`src/hw/rtl/smaa_pkg.sv`:
```
// ----------------------------------------------------------------------------
// smaa_pkg
// shared constants and the fixed-point cosine helpers
// ----------------------------------------------------------------------------
package smaa_pkg;

    localparam logic [17:0] HalfPiQ16 = 18'd102944;
    localparam logic [18:0] DegToRadQ24 = 19'd292818;
    localparam logic [15:0] SunAmpQ16 = 16'd26811;
    localparam logic [15:0] MoonAmpQ16 = 16'd30243;
    localparam int AltLimit = 25736;
    // reciprocal of 365 scaled by 2^54, rounded up
    localparam logic [45:0] Recip365 = 46'd49354516464335;

    localparam logic [0:0] RegLat = 1'b0;
    localparam logic [0:0] RegLon = 1'b1;

    typedef struct packed {
        logic        moon;
        logic [15:0] frac;
        logic [15:0] lon;
    } t_ctl;

    // quarter-wave fold: magnitude argument and sign of the cosine
    function automatic logic [16:0] cos_arg(input logic [15:0] a);
        logic [1:0]  q;
        logic [13:0] r;
        begin
            q = a[15:14];
            r = a[13:0];
            if (q == 2'd0 || q == 2'd2) cos_arg = 17'((15'd16384 - 15'(r)) << 2);
            else cos_arg = 17'({r, 2'b00});
        end
    endfunction

    function automatic logic cos_neg(input logic [15:0] a);
        cos_neg = (a[15:14] == 2'd1) || (a[15:14] == 2'd2);
    endfunction

endpackage

```
`src/hw/rtl/smaa_cos.sv`:
```
// ----------------------------------------------------------------------------
// smaa_cos
// pipelined q16 cosine of a turn angle, five register stages, sideband rides along
// ----------------------------------------------------------------------------
module smaa_cos (
    input  logic         i_clk,
    input  logic         i_rst_n,
    input  logic         i_en,
    input  logic         i_valid,
    input  logic [15:0]  i_angle,
    input  logic [63:0]  i_side,
    output logic         o_valid,
    output logic signed [17:0] o_cos,
    output logic [63:0]  o_side
);
    import smaa_pkg::*;

    logic [4:0]  r_v;
    logic [63:0] r_s [5];
    logic        r_neg [4];
    logic [16:0] r_u [4];
    logic [16:0] r_u2 [2];
    logic [15:0] r_t1;
    logic [16:0] r_t2;
    logic [16:0] n_t3;
    logic [33:0] n_u2;
    logic [32:0] n_t1;
    logic [32:0] n_t2;
    logic [35:0] n_t4;
    logic [17:0] n_mag;
    logic signed [17:0] r_out;

    always_comb begin
        n_u2 = r_u[0] * r_u[0];
        n_t1 = 33'(16'd4640 * r_u2[0]);
        n_t2 = 33'((16'd42047 - r_t1) * r_u2[1]);
        n_t3 = 17'(18'd102944 - 18'(r_t2));
        n_t4 = n_t3 * 19'(r_u[3]);
        n_mag = (n_t4[35:16] > 20'd65536) ? 18'd65536 : n_t4[33:16];
    end

    always_ff @(posedge i_clk) begin
        if (!i_rst_n) begin
            r_v <= '0;
        end else if (i_en) begin
            r_v <= {r_v[3:0], i_valid};
        end
    end

    always_ff @(posedge i_clk) begin
        if (i_en) begin
            r_s[0] <= i_side;
            r_neg[0] <= cos_neg(i_angle);
            r_u[0] <= cos_arg(i_angle);
            for (int k = 1; k < 5; k++) r_s[k] <= r_s[k-1];
            for (int k = 1; k < 4; k++) begin
                r_neg[k] <= r_neg[k-1];
                r_u[k] <= r_u[k-1];
            end
            r_u2[0] <= n_u2[32:16];
            r_u2[1] <= r_u2[0];
            r_t1 <= n_t1[31:16];
            r_t2 <= n_t2[32:16];
            r_out <= r_neg[3] ? -$signed(n_mag) : $signed(n_mag);
        end
    end

    assign o_valid = r_v[4];
    assign o_cos = r_out;
    assign o_side = r_s[4];
endmodule

```
`config.mk`:
```
export PLATFORM = sky130hd
export DESIGN_NAME = smaa_cos
export DESIGN_NICKNAME = d
export VERILOG_FILES = /design/src/hw/rtl/smaa_pkg.sv /design/src/hw/rtl/smaa_cos.sv
export SDC_FILE = /design/constraint.sdc
export NUM_CORES = 2
export LEC_CHECK = 0
export BUFFER_PORTS_ARGS = -buffer_cell sky130_fd_sc_hd__buf_2
export CAP_MARGIN = 5
export CORE_ASPECT_RATIO = 2
export CORE_MARGIN = 3
export CORE_UTILIZATION = 55
export CTS_CLUSTER_DIAMETER = 30
export DETAILED_ROUTE_END_ITERATION = 10
export GPL_ROUTABILITY_DRIVEN = 0
export PLACE_DENSITY = 0.76
export SYNTH_ARGS = -nofsm -noshare
export SYNTH_HDL_FRONTEND = slang
export SYNTH_SLANG_ARGS = --single-unit
```
`constraint.sdc`:
```
create_clock -name i_clk -period 21.4 [get_ports i_clk]
set_input_delay 1.07 -clock i_clk [delete_from_list [all_inputs] [get_ports i_clk]]
set_output_delay 1.07 -clock i_clk [all_outputs]
set_load 0.02 [all_outputs]
```
== Yosys cells after proc, flatten, opt, wreduce, memory -nomap -nowiden ==
Memory sizes are Yosys's and may differ from the RTL's.
Cells that the tools add are included.

* $add $sub $neg: 4
* $mul: 4
* $lt $le $gt $ge: 1
* Equality and inequality tests: 2
* Mux-type cells: 6
* Reductions and logical operators: 3

{| class="wikitable"
|+ Operators with widths
! kind !! number
|-
| $mux 18 || 2
|-
| $mul 17x17->34 || 1
|-
| $mux 17 || 2
|-
| $mul 17x17->33 || 1
|-
| $mul 17x18->33 || 1
|-
| $mul 8x17->25 const A || 1
|-
| $gt 18x17->1 const B || 1
|-
| $neg 18->18 || 1
|-
| $sub 16x14->17 const A || 1
|-
| $sub 17x17->17 const A || 1
|-
| $sub 15x14->15 const A || 1
|-
| $eq 2x1->1 const B || 1
|-
| $eq 2x2->1 const B || 1
|-
| $logic_not 2->1 || 1
|-
| $logic_or 1x1->1 || 2
|-
| $mux 1 || 2
|}

* Bits in registers: 54
* RAM bits: 426
* Input bits: 84
* Output and inout bits: 83
* Memories: 4

{| class="wikitable"
|+ Memories
! name !! depth !! width !! rd ports !! clocked after memory_dff !! wr ports !! RTL line !! RTL
|-
| r_s || 5 || 64 || 5 || 0 || 5 || smaa_cos.sv:19 || <nowiki>logic [63:0] r_s [5];</nowiki>
|-
| r_u || 4 || 17 || 4 || 0 || 4 || smaa_cos.sv:21 || <nowiki>logic [16:0] r_u [4];</nowiki>
|-
| r_u2 || 2 || 17 || 2 || 0 || 2 || smaa_cos.sv:22 || <nowiki>logic [16:0] r_u2 [2];</nowiki>
|-
| r_neg || 4 || 1 || 4 || 0 || 4 || smaa_cos.sv:20 || <nowiki>logic r_neg [4];</nowiki>
|}

== Depth between registers and ports, before layout ==
* Word-level depth: 6
* Mapped depth: 40
* Depth with buffers taken out: 38

== Least setup slack after synthesis ==
OpenSTA, ideal clock, no wires.

* Kind: reg2reg
* Start point: register r_t2[2]
* End point: register r_out[14] (netlist: o_cos[14]) (data pin)
* Library setup time: 0.265 ns
* Arrival: 8.653 ns
* Data required time: 21.135 ns
* Slack: 12.482 ns
* Cell stages (with the launch flop): 37
* Period minus slack after synthesis: 8.918 ns
* Path through: edfxtp_1 nor3_1 nand3_1 a2111o_1 and2_1 o31ai_1 nand2_1 xnor2_1 clkbuf_1 nand2_1 fa_1 fa_1 inv_1 fa_1 fa_1 fa_1 inv_1 fa_1 inv_1 ha_1 a21oi_1 o21ai_1 nor4_1 o21ai_1 a31o_2 a221o_1 xnor2_1 a31oi_2 or2_1 buf_2 nand2b_1 ha_1 inv_1 nor3_1 nand2_1 o31ai_1 mux2i_1

* Cells in the longest elaborated chain, start to end: 6

{| class="wikitable"
|+ RTL lines
! item !! RTL line !! RTL
|-
| start, declared || smaa_cos.sv:24 || <nowiki>logic [16:0] r_t2;</nowiki>
|-
| start signal, assigned || smaa_cos.sv:63 || <nowiki>r_t2 <= n_t2[32:16];</nowiki>
|-
| $sub 17x17->17 * || smaa_cos.sv:37 || <nowiki>n_t3 = 17'(18'd102944 - 18'(r_t2));</nowiki>
|-
| $mul 17x17->34 * || smaa_cos.sv:38 || <nowiki>n_t4 = n_t3 * 19'(r_u[3]);</nowiki>
|-
| $gt 18x17->1 || smaa_cos.sv:39 || <nowiki>n_mag = (n_t4[35:16] > 20'd65536) ? 18'd65536 : n_t4[33:16];</nowiki>
|-
| $mux 18 * || smaa_cos.sv:39 ||
|-
| $neg 18->18 || smaa_cos.sv:64 || <nowiki>r_out <= r_neg[3] ? -$signed(n_mag) : $signed(n_mag);</nowiki>
|-
| $mux 18 * || smaa_cos.sv:64 ||
|-
| end signal, assigned || smaa_cos.sv:64 ||
|-
| end, declared || smaa_cos.sv:31 || <nowiki>logic signed [17:0] r_out;</nowiki>
|}

Mark *: on every way between the ends. The rest lies on a longest branch, timed or not.
A chain may end at the register's enable or synchronous reset.

== Worst setup path after layout ==
* Start point: register r_t2[0]
* End point: register r_out[14] (netlist: o_cos[14]) (data pin)

The elaborated chain is that of the path after synthesis.

==> flow_summary.ini <==
[worst_hold_path]
hold_class = reg -> reg
holdCritStartpoint = r_s[0][36]$_DFFE_PP_
worstHoldEndpoint = r_s[0][100]$_DFFE_PP_
min_delay_path_depth = 0

[sta]
final.period_utilization_pct = 50.2
rsz0062_at_grt = false
min_period_ps = 10740
setup_viol = 0
max_freq_mhz = 93.1
clock_skew_ps = 16.5
fin_ws_ps = 10660
hold_slack_ps = 411
slew_viol_final = 0
tns_ps = 0
hold_violations = 0
max_slew_margin_pct = 26.1
worstMarginPinSlew_ps = 1100

[synthesis]
synth_fp_nets = 4430
synth_top_family_by_area = adder cells
ys_seq_area_share_pct = 35.2
yosysWarnings = 0
synthArstFlopShare_pct = 0
synth_area_per_cell_um2 = 11.7
ys.flop_type = edfxtp_1
synth-edff-count = 467
synthesis.area_um2 = 40100
synth_seq_cells = 472
synthMuxAreaShare_pct = 0.334
synthXorXnorAreaFrac_pct = 2.40
synthCells = 3424
synth-compound-area-share_pct = 3.45
yosys.area.top_type = edfxtp_1
synth-simple-area-share_pct = 10.9
netlist.area_leader.share_pct = 35.0
synthTopCellsByArea = edfxtp_1 35%, fa_1 27%, ha_1 12%
synth_fa_ha_area_share_pct = 39.0
synth.distinct_cells = 76

[clocking]
cts-hold-fix-buffers = 0
htreeDepth = 2
cts-root-buf = clkbuf_16
post_cts_buffers = 0
cts_buffers = 59
cts.sinks = 472
cts_tree = built
insertion_delay_ps = 620
cts_resized = 0
clkTransAtPathRegs_ps = 70
cts_buffer_depth = 3

[worst_setup_path]
r2r_slack_ps = 10660
endpoint_kind = flop
startpoint_type = flop
reg2reg_to = o_cos[14]$_DFFE_PP_
critPathMaxStageDelay_ps = 610
crit_fanout = 16
worstPathRequired_ps = 21760
crit_cells = 38
cp_data_arrival_time_ps = 11100
path_class = reg -> reg
ff2ff_path_depth = 38
critPathSlowestCell = edfxtp_1
timing.rr.start = r_t2[0]$_DFFE_PP_
path_buf_inv = 6
worst_path_most_repeated_cell = fa_1
path_delay_family = adder cells

[routing]
postRouteAntennaNets = 0
wl_per_cell_um = 18.3
dr.pass1.iters = 5
wl_mm = 82.1
drt_iter0_drc = 1216
drc = 0
vias_per_cell = 5.44
dr_total_vias = 24323

[place]
dpl.hpwl_mm = 64.9
io_buffer_count = 166
place_ws_ps = 10810

[floorplanning]
fp.dieW_um = 197
dieArea_um2 = 76400
ioPinCount = 167
core-area_um2 = 72000
rows = 139
initial_core_util_pct = 55.7
die_height_um = 388

[grt]
grt_use_total_pct = 22.2
grt_pass1_wl_mm = 134
grt.overflow.total = 0
grt_start_max_net_pins = 198
antenna_found_initial = 0
grt_pass1_vias = 27477

[run_status]
status = finished clean

[final_layout]
antenna_cells = 0
drive_gt1_share_pct = 9.10
finalNetCount = 4515
area_growth_syn_to_layout_pct = 8.57

[job]
drv_cap = 0
## per-stage QoR
stage,cells,instance area [µm²],utilization (%)
final,4475,43500,60.5
after global routing,4475,43500,60.5
after CTS,4475,43500,60.5
after detailed placement,4364,41500,57.6
after global placement,4364,41500,57.6
after floorplan,3424,40100,-
## layout by cell type (no fill, tap or decap), types with 33 or more instances in the layout
cell type  netlist  layout
inv_1          700     700
fa_1           547     547
edfxtp_1       467     467
ha_1           375     375
nand2_1        305     305
and2_1         247     247
buf_2            3     165
nand2b_1        83      83
nor2_1          69      69
xnor2_1         72      62
clkbuf_16        0      59
nor2b_1         53      53
a21oi_1         52      52
xor2_1          38      37
o21ai_0         33      33
## how the worst max path moves through the flow
| stage | endpoint | startpoint |
|---|---|---|
| after floorplan | o_cos[14]$_DFFE_PP_ | r_t2[2]$_DFFE_PP_ |
| after global placement | o_cos[14]$_DFFE_PP_ | r_t2[0]$_DFFE_PP_ |
| after detailed placement | o_cos[14]$_DFFE_PP_ | r_t2[0]$_DFFE_PP_ |
| after CTS | o_cos[14]$_DFFE_PP_ | r_t2[0]$_DFFE_PP_ |
| after global routing | o_cos[14]$_DFFE_PP_ | r_t2[0]$_DFFE_PP_ |
| final | o_cos[14]$_DFFE_PP_ | r_t2[0]$_DFFE_PP_ |
## state kept, by name (all words and copies together), names as in the netlist
signal  flops
r_v         5
r_neg       4
r_t2       17
o_cos      18
r_u2       34
r_s       320
r_u        60
r_t1       14
## synth_stat cells, types with 53 or more instances
cell	number
fa_1	547
nand2b_1	83
nor2_1	69
clkbuf_1	91
nand2_1	305
and2_1	247
edfxtp_1	467
buf_4	64
nor2b_1	53
xnor2_1	72
ha_1	375
inv_1	700
## logic make-up (layout without fill, tap and decap cells)
logic type | count (synthesis) | after routing
AO/OA/AOI/OAI | 199 | 199
XOR/XNOR | 110 | 110
buffers and inverters | 860 | 995
multiplexers | 13 | 13
adder cells (fa/ha/maj) | 922 | 922
flip-flops | 472 | 472
AND/OR/NAND/NOR | 848 | 848
## layout make-up
type / instances / area [µm²]
multi-input cells: 2092 / 22600
clock inverters: 48 / 571
clock buffers: 63 / 1500
repair buffers: 184 / 988
well taps: 916 / 1150
fillers: 5670 / 28500
inverters: 700 / 2630
flip-flops and latches: 472 / 14100
## routing by layer
| metal | part of all wire [%] | vias up | routed length, µm | global-route usage [%] |
|---|---|---|---|---|
| met5 | 0 | - | 0 | 0 |
| met4 | 6.4 | 0 | 5260 | 12.6 |
| met3 | 3.3 | 361 | 2700 | 2.49 |
| met2 | 58 | 723 | 48000 | 44.4 |
| met1 | 32 | 12302 | 26100 | 21.4 |
| li1 | - | 10937 | - | - |
## worst register-to-register path: cells and delay by family (launching register included)
kind | cells | cell delay [ps]
buffers and inverters | 6 | 700
xor gates and xnor gates | 2 | 290
adders and majority gates | 9 | 3960
DFF | 1 | 610
AOI/OAI and AO/OA | 9 | 2900
and+or+nand+nor | 11 | 1900
muxes | 1 | 130
Power is not shown: default switching activity piles up to over one toggle a cycle in this logic, so the estimate is an artifact.
